## src/rtl/ndefhp_pkg.sv

```systemverilog
`timescale 1ns / 1ps
// Shared types and constants for the NDEF record header parser.
// No dependencies; imported by every module of the block.
package ndefhp_pkg;

  // Defaults for the top-level parameters
  localparam int unsigned MAX_RECORDS_DEF  = 8;
  localparam int unsigned MAX_TYPE_LEN_DEF = 8;

  // Bytes taken before the message counts as too long
  localparam logic [15:0] MAX_MESSAGE_BYTES = 16'd65535;

  // Result bus width: fields packed from bit 0, padded to whole bytes
  localparam int unsigned OUT_TDATA_W = 128;

  // Item codes on the input tuser
  localparam logic OP_DATA = 1'b0;
  localparam logic OP_END  = 1'b1;

  // Result kinds on the output tuser
  localparam logic KIND_RECORD  = 1'b0;
  localparam logic KIND_SUMMARY = 1'b1;

  // Summary status codes
  localparam logic [1:0] ST_OK       = 2'd0;
  localparam logic [1:0] ST_EMPTY    = 2'd1;
  localparam logic [1:0] ST_TOO_LONG = 2'd2;

  // Record header bit positions
  localparam int unsigned HDR_ME_BIT = 6;
  localparam int unsigned HDR_SR_BIT = 4;
  localparam int unsigned HDR_IL_BIT = 3;

  typedef enum logic [2:0] {
    PH_HEADER  = 3'd0,
    PH_TYPELEN = 3'd1,
    PH_PAYLEN  = 3'd2,
    PH_IDLEN   = 3'd3,
    PH_TYPE    = 3'd4,
    PH_ID      = 3'd5,
    PH_PAYLOAD = 3'd6
  } parse_phase_t;

  typedef struct packed {
    logic       op;
    logic [7:0] data_byte;
  } in_item_t;

  typedef struct packed {
    logic        kind;
    logic [2:0]  record_index;
    logic [7:0]  header_flags;
    logic [2:0]  tnf;
    logic [7:0]  type_length;
    logic [63:0] type_bytes;
    logic [15:0] payload_offset;
    logic [15:0] payload_length;
    logic [3:0]  records_parsed;
    logic        truncated;
    logic [1:0]  status;
  } res_t;

endpackage

```

## src/rtl/ndefhp_in_stage.sv

```systemverilog
`timescale 1ns / 1ps
// Input register of the NDEF record header parser: holds one accepted item.
// Depends on ndefhp_pkg.
module ndefhp_in_stage (
  input  logic               clk,
  input  logic               rst_n,
  input  logic               in_valid,
  output logic               in_ready,
  input  ndefhp_pkg::in_item_t in_item,
  input  logic               advance,
  output logic               item_valid,
  output ndefhp_pkg::in_item_t item
);
  import ndefhp_pkg::*;

  logic     valid_r;
  in_item_t item_r;

  // Take a new item whenever the held one is empty or moves on this cycle
  assign in_ready   = !valid_r || advance;
  assign item_valid = valid_r;
  assign item       = item_r;

  always_ff @(posedge clk) begin
    if (!rst_n) begin
      valid_r <= 1'b0;
    end else if (in_valid && in_ready) begin
      valid_r <= 1'b1;
    end else if (advance) begin
      valid_r <= 1'b0;
    end
  end

  always_ff @(posedge clk) begin
    if (in_valid && in_ready) begin
      item_r <= in_item;
    end
  end

endmodule

```

## src/rtl/ndefhp_parser.sv

```systemverilog
`timescale 1ns / 1ps
// Parse state and per-byte next-state logic of the NDEF record header parser.
// Depends on ndefhp_pkg.
module ndefhp_parser #(
  parameter int unsigned MAX_RECORDS  = ndefhp_pkg::MAX_RECORDS_DEF,
  parameter int unsigned MAX_TYPE_LEN = ndefhp_pkg::MAX_TYPE_LEN_DEF
) (
  input  logic                 clk,
  input  logic                 rst_n,
  input  logic                 advance,
  input  ndefhp_pkg::in_item_t item,
  output logic                 res_valid,
  output ndefhp_pkg::res_t     res
);
  import ndefhp_pkg::*;

  localparam int unsigned RecCntW = $clog2(MAX_RECORDS + 1);

  typedef struct packed {
    parse_phase_t phase;
    logic [31:0]  left;
    logic         finish;
  } body_step_t;

  // Next non-empty body section after 'from', or finish the record
  function automatic body_step_t enter_body(parse_phase_t from, logic [7:0] tl,
                                            logic [7:0] idl, logic [31:0] plen);
    body_step_t s;
    s.phase  = PH_HEADER;
    s.left   = '0;
    s.finish = 1'b0;
    if (from < PH_TYPE && tl != 8'd0) begin
      s.phase = PH_TYPE;
      s.left  = {24'd0, tl};
    end else if (from < PH_ID && idl != 8'd0) begin
      s.phase = PH_ID;
      s.left  = {24'd0, idl};
    end else if (from < PH_PAYLOAD && plen != 32'd0) begin
      s.phase = PH_PAYLOAD;
      s.left  = plen;
    end else begin
      s.finish = 1'b1;
    end
    return s;
  endfunction

  parse_phase_t       phase_r, phase_nxt;
  logic [15:0]        pos_r, pos_nxt;
  logic [7:0]         hdr_r, hdr_nxt;
  logic [7:0]         tl_r, tl_nxt;
  logic [7:0]         idl_r, idl_nxt;
  logic [31:0]        plen_r, plen_nxt;
  logic [31:0]        left_r, left_nxt;
  logic [RecCntW-1:0] rec_r, rec_nxt;
  logic               trunc_r, trunc_nxt;
  logic               stop_r, stop_nxt;
  logic               long_r, long_nxt;
  logic [7:0]         store_r   [MAX_TYPE_LEN];
  logic [7:0]         store_nxt [MAX_TYPE_LEN];

  logic [31:0]        left_dec;
  logic [7:0]         type_idx;
  logic               type_wr;
  logic               emit;
  logic               summary;
  body_step_t         step;
  logic [63:0]        type_bytes;
  logic [RecCntW+3:0] rec_wide;

  assign left_dec = left_r - 32'd1;
  assign type_idx = tl_r - left_r[7:0];
  assign rec_wide = (RecCntW + 4)'(rec_r);

  always_comb begin
    phase_nxt = phase_r;
    pos_nxt   = pos_r;
    hdr_nxt   = hdr_r;
    tl_nxt    = tl_r;
    idl_nxt   = idl_r;
    plen_nxt  = plen_r;
    left_nxt  = left_r;
    rec_nxt   = rec_r;
    trunc_nxt = trunc_r;
    stop_nxt  = stop_r;
    long_nxt  = long_r;
    type_wr   = 1'b0;
    emit      = 1'b0;
    summary   = 1'b0;
    step      = '{phase: PH_HEADER, left: '0, finish: 1'b0};

    if (item.op == OP_END) begin
      summary   = 1'b1;
      phase_nxt = PH_HEADER;
      pos_nxt   = '0;
      hdr_nxt   = '0;
      tl_nxt    = '0;
      idl_nxt   = '0;
      plen_nxt  = '0;
      left_nxt  = '0;
      rec_nxt   = '0;
      trunc_nxt = 1'b0;
      stop_nxt  = 1'b0;
      long_nxt  = 1'b0;
    end else if (long_r) begin
      // drop every byte once the message ran too long
    end else if (pos_r >= MAX_MESSAGE_BYTES) begin
      long_nxt = 1'b1;
    end else begin
      pos_nxt = pos_r + 16'd1;
      if (!stop_r) begin
        case (phase_r)
          PH_HEADER: begin
            if (rec_r >= RecCntW'(MAX_RECORDS)) begin
              trunc_nxt = 1'b1;
              stop_nxt  = 1'b1;
            end else begin
              hdr_nxt   = item.data_byte;
              tl_nxt    = '0;
              idl_nxt   = '0;
              plen_nxt  = '0;
              phase_nxt = PH_TYPELEN;
            end
          end
          PH_TYPELEN: begin
            tl_nxt    = item.data_byte;
            phase_nxt = PH_PAYLEN;
            left_nxt  = hdr_r[HDR_SR_BIT] ? 32'd1 : 32'd4;
          end
          PH_PAYLEN: begin
            plen_nxt = {plen_r[23:0], item.data_byte};
            left_nxt = left_dec;
            if (left_dec == 32'd0) begin
              if (hdr_r[HDR_IL_BIT]) begin
                phase_nxt = PH_IDLEN;
              end else begin
                step = enter_body(PH_IDLEN, tl_r, idl_r, plen_nxt);
              end
            end
          end
          PH_IDLEN: begin
            idl_nxt = item.data_byte;
            step    = enter_body(PH_IDLEN, tl_r, idl_nxt, plen_r);
          end
          PH_TYPE: begin
            type_wr  = 1'b1;
            left_nxt = left_dec;
            if (left_dec == 32'd0) begin
              step = enter_body(PH_TYPE, tl_r, idl_r, plen_r);
            end
          end
          PH_ID: begin
            left_nxt = left_dec;
            if (left_dec == 32'd0) begin
              step = enter_body(PH_ID, tl_r, idl_r, plen_r);
            end
          end
          PH_PAYLOAD: begin
            left_nxt = left_dec;
            if (left_dec == 32'd0) begin
              step.finish = 1'b1;
            end
          end
          default: begin
            phase_nxt = PH_HEADER;
          end
        endcase

        // A section change or a finished record overrides the phase
        if (step.finish) begin
          emit      = 1'b1;
          rec_nxt   = rec_r + RecCntW'(1);
          phase_nxt = PH_HEADER;
          if (hdr_r[HDR_ME_BIT]) begin
            stop_nxt = 1'b1;
          end
        end else if (step.phase != PH_HEADER) begin
          phase_nxt = step.phase;
          left_nxt  = step.left;
        end
      end
    end
  end

  // Type byte store with this cycle's write folded in
  always_comb begin
    for (int i = 0; i < MAX_TYPE_LEN; i++) begin
      store_nxt[i] = store_r[i];
      if (type_wr && type_idx == 8'(i)) begin
        store_nxt[i] = item.data_byte;
      end
    end
  end

  // Only bytes below the declared type length belong to this record
  always_comb begin
    type_bytes = '0;
    for (int i = 0; i < MAX_TYPE_LEN; i++) begin
      if (8'(i) < tl_r) begin
        type_bytes[8*i +: 8] = store_nxt[i];
      end
    end
  end

  always_comb begin
    res       = '0;
    res_valid = emit || summary;
    if (summary) begin
      res.kind           = KIND_SUMMARY;
      res.records_parsed = rec_wide[3:0];
      res.truncated      = trunc_r;
      if (long_r) begin
        res.status = ST_TOO_LONG;
      end else if (pos_r == 16'd0) begin
        res.status = ST_EMPTY;
      end else begin
        res.status = ST_OK;
      end
    end else begin
      res.kind           = KIND_RECORD;
      res.record_index   = rec_wide[2:0];
      res.header_flags   = hdr_r;
      res.tnf            = hdr_r[2:0];
      res.type_length    = tl_r;
      res.type_bytes     = type_bytes;
      res.payload_offset = pos_nxt - plen_nxt[15:0];
      res.payload_length = plen_nxt[15:0];
    end
  end

  always_ff @(posedge clk) begin
    if (!rst_n) begin
      phase_r <= PH_HEADER;
      pos_r   <= '0;
      hdr_r   <= '0;
      tl_r    <= '0;
      idl_r   <= '0;
      plen_r  <= '0;
      left_r  <= '0;
      rec_r   <= '0;
      trunc_r <= 1'b0;
      stop_r  <= 1'b0;
      long_r  <= 1'b0;
    end else if (advance) begin
      phase_r <= phase_nxt;
      pos_r   <= pos_nxt;
      hdr_r   <= hdr_nxt;
      tl_r    <= tl_nxt;
      idl_r   <= idl_nxt;
      plen_r  <= plen_nxt;
      left_r  <= left_nxt;
      rec_r   <= rec_nxt;
      trunc_r <= trunc_nxt;
      stop_r  <= stop_nxt;
      long_r  <= long_nxt;
    end
  end

  always_ff @(posedge clk) begin
    if (advance) begin
      for (int i = 0; i < MAX_TYPE_LEN; i++) begin
        store_r[i] <= store_nxt[i];
      end
    end
  end

endmodule

```

## src/rtl/ndefhp_out_stage.sv

```systemverilog
`timescale 1ns / 1ps
// Result register of the NDEF record header parser: holds one result item.
// Depends on ndefhp_pkg.
module ndefhp_out_stage (
  input  logic             clk,
  input  logic             rst_n,
  input  logic             advance,
  input  logic             res_valid,
  input  ndefhp_pkg::res_t res,
  output logic             out_free,
  output logic             out_valid,
  input  logic             out_ready,
  output ndefhp_pkg::res_t out_res
);
  import ndefhp_pkg::*;

  logic valid_r;
  res_t res_r;

  assign out_free  = !valid_r || out_ready;
  assign out_valid = valid_r;
  assign out_res   = res_r;

  always_ff @(posedge clk) begin
    if (!rst_n) begin
      valid_r <= 1'b0;
    end else if (advance) begin
      valid_r <= res_valid;
    end else if (out_ready) begin
      valid_r <= 1'b0;
    end
  end

  always_ff @(posedge clk) begin
    if (advance && res_valid) begin
      res_r <= res;
    end
  end

endmodule

```

## src/rtl/ndef_record_header_parser.sv

```systemverilog
`timescale 1ns / 1ps
// NDEF record header parser: streams message bytes in, record and summary items out.
// Depends on ndefhp_pkg, ndefhp_in_stage, ndefhp_parser and ndefhp_out_stage.
//
// Usage:
//   in_*  : one item per handshake. in_tuser = 0 carries a message byte in in_tdata,
//           in_tuser = 1 closes the message (in_tdata ignored).
//   out_* : out_tuser = 0 is a completed record, 1 is the end-of-message summary.
//   A record item leaves on the byte that completes the record; the end item always
//   yields one summary and returns the parser to its reset state for the next message.
// Order: an accepted item waits in the input register, passes through the parse logic
//   and any result is registered in the result register, which raises out_tvalid.
// Throughput: one item per cycle while the result register is free, set by the single
//   pass through the parse logic between the input register and the result register.
// Stall: while the receiver holds out_tready low and a result is waiting, one more
//   input item is taken into the input register; in_tready then drops until the
//   result drains.
// Reset: rst_n (synchronous, active low) empties both registers and clears the parse
//   state; the type byte store is not cleared and is read only after being written.
module ndef_record_header_parser #(
  parameter int unsigned MAX_RECORDS  = ndefhp_pkg::MAX_RECORDS_DEF,
  parameter int unsigned MAX_TYPE_LEN = ndefhp_pkg::MAX_TYPE_LEN_DEF
) (
  input  logic                               clk,
  input  logic                               rst_n,
  input  logic                               in_tvalid,
  output logic                               in_tready,
  input  logic [7:0]                         in_tdata,  // [7:0] data_byte
  input  logic                               in_tuser,  // [0] op
  output logic                               out_tvalid,
  input  logic                               out_tready,
  // [2:0] record_index, [10:3] header_flags, [13:11] tnf, [21:14] type_length,
  // [85:22] type_bytes, [101:86] payload_offset, [117:102] payload_length,
  // [121:118] records_parsed, [122] truncated, [124:123] status, [127:125] zero
  output logic [ndefhp_pkg::OUT_TDATA_W-1:0] out_tdata,
  output logic                               out_tuser  // [0] kind
);
  import ndefhp_pkg::*;

  in_item_t in_item;
  in_item_t item;
  logic     item_valid;
  logic     advance;
  logic     out_free;
  logic     res_valid;
  res_t     res;
  res_t     out_res;

  assign in_item = '{op: in_tuser, data_byte: in_tdata};

  // Move the held item through the parser when the result register can take it
  assign advance = item_valid && out_free;

  ndefhp_in_stage u_in_stage (
    .clk       (clk),
    .rst_n     (rst_n),
    .in_valid  (in_tvalid),
    .in_ready  (in_tready),
    .in_item   (in_item),
    .advance   (advance),
    .item_valid(item_valid),
    .item      (item)
  );

  ndefhp_parser #(
    .MAX_RECORDS (MAX_RECORDS),
    .MAX_TYPE_LEN(MAX_TYPE_LEN)
  ) u_parser (
    .clk      (clk),
    .rst_n    (rst_n),
    .advance  (advance),
    .item     (item),
    .res_valid(res_valid),
    .res      (res)
  );

  ndefhp_out_stage u_out_stage (
    .clk      (clk),
    .rst_n    (rst_n),
    .advance  (advance),
    .res_valid(res_valid),
    .res      (res),
    .out_free (out_free),
    .out_valid(out_tvalid),
    .out_ready(out_tready),
    .out_res  (out_res)
  );

  // Pack result fields from bit 0 upward, pad to whole bytes
  assign out_tuser = out_res.kind;
  assign out_tdata = {3'b000,
                      out_res.status,
                      out_res.truncated,
                      out_res.records_parsed,
                      out_res.payload_length,
                      out_res.payload_offset,
                      out_res.type_bytes,
                      out_res.type_length,
                      out_res.tnf,
                      out_res.header_flags,
                      out_res.record_index};

endmodule
```

## config.mk

```make
export PLATFORM = sky130hd
export DESIGN_NAME = ndef_record_header_parser
export DESIGN_NICKNAME = d
export VERILOG_FILES = /design/src/rtl/ndefhp_pkg.sv /design/src/rtl/ndefhp_in_stage.sv /design/src/rtl/ndefhp_parser.sv /design/src/rtl/ndefhp_out_stage.sv /design/src/rtl/ndef_record_header_parser.sv
export SDC_FILE = /design/constraint.sdc
export NUM_CORES = 1
export LEC_CHECK = 0
export ABC_CLOCK_PERIOD_IN_PS = 7780
export BUFFER_PORTS_ARGS = -buffer_cell sky130_fd_sc_hd__buf_2
export CAP_MARGIN = 15
export CORE_ASPECT_RATIO = 1.2
export CORE_MARGIN = 5
export CORE_UTILIZATION = 60
export DETAILED_ROUTE_END_ITERATION = 12
export GPL_ROUTABILITY_DRIVEN = 0
export PLACE_DENSITY_LB_ADDON = 0.15
export SETUP_SLACK_MARGIN = 0.15
export SLEW_MARGIN = 10
export SYNTH_ARGS = -nofsm -noshare
export SYNTH_HDL_FRONTEND = slang
export SYNTH_SLANG_ARGS = --single-unit
```

## constraint.sdc

```tcl
create_clock -name clk -period 7.78 [get_ports clk]
set_clock_uncertainty 0.1 [all_clocks]
set_input_delay 2.334 -clock clk [delete_from_list [all_inputs] [get_ports clk]]
set_output_delay 2.334 -clock clk [all_outputs]
set_load 0.005 [all_outputs]
```

# Yosys cells after proc, flatten, opt, wreduce, memory -nomap -nowiden

Memory sizes are Yosys's and may differ from the RTL's.
Index checks and enable logic that the tools add are counted.

Add/subtract/negate cells: 5
$mul: 0
Div/mod/pow operators: 0
Magnitude comparators: 10
Eq/ne operators: 22
Shift operators: 0
Muxes and demuxes: 123
Bitwise logic cells: 9
Reduce and logical (&&, ||, !) cells: 54

Operators with widths:

| cell                                                      | number |
|---|---|
| 2-to-1 mux 35 bit                                         | 11 |
| 2-to-1 mux 32 bit                                         | 11 |
| 2-to-1 mux 8 bit                                          | 23 |
| 2-to-1 mux 36 bit                                         | 4 |
| one-hot mux 35 bit (4 select lines)                       | 1 |
| one-hot mux 32 bit (2 select lines)                       | 2 |
| nonzero test 32 bit                                       | 2 |
| 2-to-1 mux 1 bit                                          | 48 |
| 2-to-1 mux 16 bit                                         | 3 |
| == test 8 x 3 -> 1 bit, second input constant             | 4 |
| logical NOT 32 bit                                        | 1 |
| less-than comparator 3 x 8 -> 1 bit, first input constant | 4 |
| one-hot mux 8 bit (2 select lines)                        | 2 |
| subtractor 32 x 1 -> 32 bit, second input constant        | 1 |
| 2-to-1 mux 3 bit                                          | 10 |
| AND reduction 6 bit                                       | 5 |
| nonzero test 8 bit                                        | 3 |
| 2-to-1 mux 4 bit                                          | 5 |
| OR reduction 2 bit                                        | 9 |
| adder 16 x 1 -> 16 bit, second input constant             | 1 |
| == test 8 x 2 -> 1 bit, second input constant             | 2 |
| >= comparator 16 bit, second input constant               | 1 |
| logical NOT 16 bit                                        | 1 |
| less-than comparator 1 x 8 -> 1 bit, first input constant | 2 |
| 30 further kinds                                          | 67 |

Bits in registers: 251
Latch bits: 0
Bits in writable memories: 64
ROM bits: 0
Bits of input ports: 13
Output and inout bits: 131
Logic and storage cells: 259
Memories: 1

Memory list:

| memory           | depth | width | read ports | clocked after Yosys merged registers in | wr ports | line                | text |
|---|---|---|---|---|---|---|---|
| u_parser.store_r | 8     | 8     | 8          | 0                                       | 8        | ndefhp_parser.sv:58 | `logic [7:0] store_r [MAX_TYPE_LEN];` |

# Longest topological paths before layout

Word-level depth: 18
Gate-level depth with buffers: 20

# Cells and area by module

Synthesis repeated with hierarchy kept, for this count alone.

Cells, all modules: 1,766
Area total of the unflattened synthesis: 17,221.5 um^2

Modules (own cells, without submodules):

| module                    | times used | cells an instance | area each (um^2) | sequential area each (um^2) |
|---|---|---|---|---|
| ndefhp_parser             | 1          | 1,616             | 13,026.2         | 4,204.0 |
| ndefhp_out_stage          | 1          | 131               | 3,834.9          | 3,803.6 |
| ndefhp_in_stage           | 1          | 14                | 327.8            | 290.3 |
| ndef_record_header_parser | 1          | 5                 | 32.5             | 0.0 |

# Worst setup path after synthesis

OpenSTA, ideal clock, no wires.

Path kind: in2reg
From: in out_tready
To: reg u_out_stage.res_r (netlist bit u_out_stage.out_res[0]), enable pin
Arrival time: 5,045 ps
Required time: 6,594 ps
Setup slack: 1,549 ps
Stages on the path: 6
Buffers on the path: 1
Path through: nor2b_1 > nand2b_1 > inv_1 > buf_2 > nand3_2 > nand2_1

Cells in the longest elaborated chain, start to end: 3

Ends and longest elaborated chain:

| element                | line                            | text |
|---|---|---|
| start: declaration     | ndef_record_header_parser.sv:31 | `input logic out_tready,` |
| logical OR 1 bit       | ndefhp_out_stage.sv:20          | `assign out_free = !valid_r \|\| out_ready;` |
| logical AND 1 bit      | ndef_record_header_parser.sv:52 | `assign advance = item_valid && out_free;` |
| logical AND 1 bit      | ndefhp_out_stage.sv:35          | `if (advance && res_valid) begin` |
| end signal: assignment | ndefhp_out_stage.sv:36          | `res_r <= res;` |
| end: declaration       | ndefhp_out_stage.sv:18          | `res_t res_r;` |

Every way passes these cells.
A chain may end at the register's enable or synchronous reset.

# Worst setup path in the final report

From: reg u_parser.pos_r[0]
To: reg u_out_stage.res_r (netlist bit u_out_stage.out_res[38]), data pin

Cells in the longest elaborated chain, start to end: 5

Ends and longest elaborated chain:

| element                                                        | line                                       | text |
|---|---|---|
| start: declaration                                             | ndefhp_parser.sv:48                        | `logic [15:0] pos_r, pos_nxt;` |
| start signal: assignment                                       | ndefhp_parser.sv:245                       | `pos_r <= pos_nxt;` |
| adder 16 x 1 -> 16 bit or >= comparator 16 bit (tied branches) | ndefhp_parser.sv:109, ndefhp_parser.sv:106 |  |
| 2-to-1 mux 16 bit or 2-to-1 mux 32 bit (tied branches)         | ndefhp_parser.sv:106                       | `end else if (pos_r >= MAX_MESSAGE_BYTES) begin` |
| 2-to-1 mux 16 bit or 2-to-1 mux 32 bit (tied branches)         | ndefhp_parser.sv:104                       | `end else if (long_r) begin` |
| 2-to-1 mux 16 bit or 2-to-1 mux 32 bit (tied branches)         | ndefhp_parser.sv:91                        | `if (item.op == OP_END) begin` |
| subtractor 16 bit *                                            | ndefhp_parser.sv:225                       | `res.payload_offset = pos_nxt - plen_nxt[15:0];` |

Every way passes the cells marked *; elsewhere a longest branch is shown, timed or not. The select of a mux whose other input is x is not followed.

==> reports/results.tsv <==
metric	value	unit
Post-CTS Resized	0	
grt total ovfl	0	
number of flops mapped to enable cells by yosys	196	
vias per std cell	6.451	
count of cell types in the netlist	79	
post-CTS setup buffer count	0	
worst min-delay path class	reg -> reg	
first-pass iteration count of the detailed router	6	
Area Growth Syn to Fin	11.99	%
fin crit share	0.7808	
number of global-route vias before repair	12610	
Core Footprint	0.02635	mm²
post-place setup slack	1608	ps
WP data arrival	6220	ps
actual slew at the worst max-slew pin	1121	ps
layout cells sized above 1	0.1729	
Slew Limit Fails	0	
Die Width	159.3	µm
fmax	164.6	MHz
Crit. path cell count	19	
total global-route track usage	0.2788	
CTS root buffer	clkbuf_16	
syn_area_per_cell	10.13	µm²
Mapped Area	0.01606	mm²
Critical path buffers and inverters	1	
Site Rows	65	
Ant. Diodes	0	
Initial DRC Count	1488	
startpoint types	flop	
IO Count	144	
Yosys reg bits	312	
ys flop type	edfxtp_1	
Crit Path Category	reg -> reg	
Worst Reg-to-Reg Cells	19	
vias	13100	
crit path capture type	flop	
# DRC	0	
worst stage delay on the critical path	820	ps
first-pass GRT wire length	68780	µm
Routed Wire Length	43620	µm
Slowest cell on crit path	a2111oi_0	
Cells after Synth	1585	
setup ws final	1706	ps
die area	0.03014	mm²
crit path to	u_out_stage.out_res[38]$_SDFFCE_PP0P_	
starting density of the core	0.6093	
LEAKAGE	6.458	nW
PwrDens	203.7	mW/mm²
Final Hold Violating Endpoints	0	
WL/cell	21.49	µm
CP startpoint	u_parser.pos_r[0]$_SDFFE_PN0P_	
largest net degree at the start of global routing	70	
clock buffer depth	3	
FF-to-FF setup slack	1710	ps
VDD IR max	190.5	µV
die height	189.2	µm
reg-to-reg startpoint	u_parser.pos_r[0]$_SDFFE_PN0P_	
Cell Chain, Critical Path	ha_1 -> nand2_1 -> nor4_1 -> a21oi_1 -> nor2b_1 -> nand2b_1 -> nor2_2 -> buf_4 -> a22oi_1 -> ha_1 -> nor2b_1 -> o21a_1 -> o21ai_0 -> a2111oi_0 -> o31ai_1 -> o2111ai_1 -> a21oi_1 -> xnor2_1 -> nor2_1	
Top delay family on crit path	compound AO/OA/AOI/OAI gates	
CP Data Required Time	7930	ps
# port buffers	140	
RSZ-0062 raised after global routing	no	
CTS buffer count	34	
Total Nets Final	1714	
Core Util, Final	0.6824	
Worst R2R End	u_out_stage.out_res[38]$_SDFFCE_PP0P_	
DRT antenna net count	0	
number of max-cap violations	0	
TritonCTS clock tree	yes	
H-tree levels	2	
initial antenna violation count	1	
Async S/R FF share, synth	0	
Num Clock Sinks	312	
hold-fix buffers at CTS	0	
outcome	finished clean	
later-pin clock latency in the skew report	530	ps
Synth warnings	0	
Clock transition at path regs	60	ps
Post-DP HPWL	28750	µm
final period demand of the worst path	6074	ps
Worst Path Max Fanout	32	
sequential share of the synthesized area	0.5112	
setup TNS	0	ps
Final setup violation count	0	
Slew headroom	0.2480	
==> state kept, by name, summed over array words and instances (netlist names), 3 cells and up <==
| name | flops |
|---|---|
| u_out_stage.out_res | 123 |
| u_parser.pos_r | 16 |
| u_parser.rec_r | 4 |
| u_parser.plen_r | 32 |
| u_parser.hdr_r | 8 |
| u_in_stage.item | 9 |
| u_parser.left_r | 32 |
| u_parser.idl_r | 8 |
| u_parser.phase_r | 3 |
| u_parser.tl_r | 8 |
| u_parser.store_r | 64 |
==> through the flow <==
stage	cell area (µm²)	cells	power (mW)	hold WS (ps)
final	17980	2030	3.663	378.1
after global routing	17980	2030	3.781	405.1
after CTS	17970	2029	3.678	376.4
after detailed placement	16860	1969	2.099	358.1
after global placement	16860	1969	2.094	365.9
after floorplan	16060	1587	2.014	328.5
==> routing by layer <==
layer  share of wire  track usage  wire length, µm  vias to the layer above
li1                -            -                -                     6001
met1            0.40       0.3631            17610                     6288
met2            0.48       0.4664            20830                      671
met3           0.078      0.05225             3398                      133
met4           0.040       0.1050             1764                        2
met5         0.00030            0               13                        -
==> final cells by class <==
class / count / area [µm²]
fill: 2026 / 8369
sequential: 312 / 8208
multi-input combinational: 1116 / 7222
clock buffer: 43 / 914.6
timing repair buffer: 157 / 832.0
tap: 335 / 419.2
clock inverter: 17 / 196.4
inverter: 50 / 188.9
==> worst min path at each step <==
stage | startpoint | end | slack (ps) | cells after the start
after floorplan | u_parser.trunc_r$_SDFFE_PN0P_ | u_parser.trunc_r$_SDFFE_PN0P_ | 330 | 2
after global placement | u_parser.trunc_r$_SDFFE_PN0P_ | u_parser.trunc_r$_SDFFE_PN0P_ | 370 | 2
after detailed placement | u_parser.trunc_r$_SDFFE_PN0P_ | u_parser.trunc_r$_SDFFE_PN0P_ | 360 | 2
after CTS | u_parser.trunc_r$_SDFFE_PN0P_ | u_parser.trunc_r$_SDFFE_PN0P_ | 380 | 2
after global routing | u_parser.plen_r[30]$_SDFFE_PN0P_ | u_parser.plen_r[30]$_SDFFE_PN0P_ | 410 | 2
final | u_parser.trunc_r$_SDFFE_PN0P_ | u_parser.trunc_r$_SDFFE_PN0P_ | 380 | 2
==> Yosys cell counts, types with 5 or more instances <==
cell      number  area share
edfxtp_1     196        0.37
nor2_1       129       0.030
nand3_1       45       0.014
nor3_1        53       0.017
a21oi_1       52       0.016
clkbuf_1      85       0.020
and3_1         7      0.0027
nor3b_1       14      0.0065
nor2b_1       46       0.018
a22o_1        10      0.0055
and2_1        30       0.012
mux2_2        56       0.039
mux2i_1       21       0.013
buf_1          6      0.0014
nor4_1        27       0.011
a221oi_1       8      0.0044
a22oi_1       42       0.020
o31ai_1        8      0.0037
a32oi_1        9      0.0049
a31oi_1       19      0.0074
buf_4          7      0.0033
a211oi_1      13      0.0061
ha_1          28       0.022
dfxtp_1      116        0.14
o31a_1        10      0.0055
or3_1         13      0.0051
o21ai_1        6      0.0019
a21o_1         9      0.0042
nand2_1      143       0.033
buf_2          8      0.0025
xnor2_1       20       0.011
a21boi_0      53       0.025
o21a_1        16      0.0075
xor2_1        17      0.0093
nand2b_1      17      0.0066
o21ai_0       97       0.030
nand4_1       18      0.0070
or2_2          5      0.0019
o211a_1       14      0.0087
inv_1         50       0.012
==> where the power goes <==
| part | switching (mW) | internal, mW | total (mW) |
|---|---|---|---|
| logic | 0.157 | 0.0796 | 0.237 |
| registers | 0.0380 | 1.79 | 1.83 |
| clock network | 0.678 | 0.916 | 1.59 |
| total | 0.873 | 2.79 | 3.66 |
==> worst register-to-register path, stage by stage, from the launching register on <==
cell and delay (ps):
dfxtp_1 370, ha_1 290, nand2_1 140, nor4_1 60
a21oi_1 690, nor2b_1 650, nand2b_1 290, nor2_2 140
buf_4 340, a22oi_1 240, ha_1 360, nor2b_1 130
o21a_1 170, o21ai_0 140, a2111oi_0 820, o31ai_1 290
o2111ai_1 250, a21oi_1 110, xnor2_1 160, nor2_1 60
==> cell usage in the layout (no fill, tap or decap), types with 16 or more instances in the layout <==
| cell type | netlist | routed |
|---|---|---|
| a21oi_1 | 52 | 52 |
| mux2i_1 | 21 | 21 |
| ha_1 | 28 | 28 |
| buf_2 | 8 | 140 |
| a21boi_0 | 53 | 53 |
| xor2_1 | 17 | 17 |
| clkbuf_16 | 0 | 34 |
| nor4_1 | 27 | 27 |
| inv_1 | 50 | 49 |
| a31oi_1 | 19 | 19 |
| o21a_1 | 16 | 16 |
| o21ai_0 | 97 | 97 |
| nand4_1 | 18 | 18 |
| buf_4 | 7 | 16 |
| nand2b_1 | 17 | 17 |
| dfxtp_1 | 116 | 116 |
| nor2b_1 | 46 | 46 |
| and2_1 | 30 | 30 |
| nand3_1 | 45 | 45 |
| nand2_1 | 143 | 142 |
| a22oi_1 | 42 | 42 |
| mux2_2 | 56 | 56 |
| xnor2_1 | 20 | 20 |
| edfxtp_1 | 196 | 196 |
| nor2_1 | 129 | 128 |
| nor3_1 | 53 | 53 |
==> kinds of logic (layout without fill, tap and decap cells) <==
family / count (synthesis) / in the layout / synth area share
buffers and inverters: 159 / 267 / 0.04084
adders and majority gates: 30 / 30 / 0.02431
DFF: 312 / 312 / 0.5112
muxes: 77 / 77 / 0.05237
AOI/OAI and AO/OA: 397 / 397 / 0.1695
xor gates and xnor gates: 37 / 37 / 0.02018
other: 1 / 3 / 0.0002336
and+or+nand+nor: 572 / 572 / 0.1813
(Power assumes the default switching activity.)
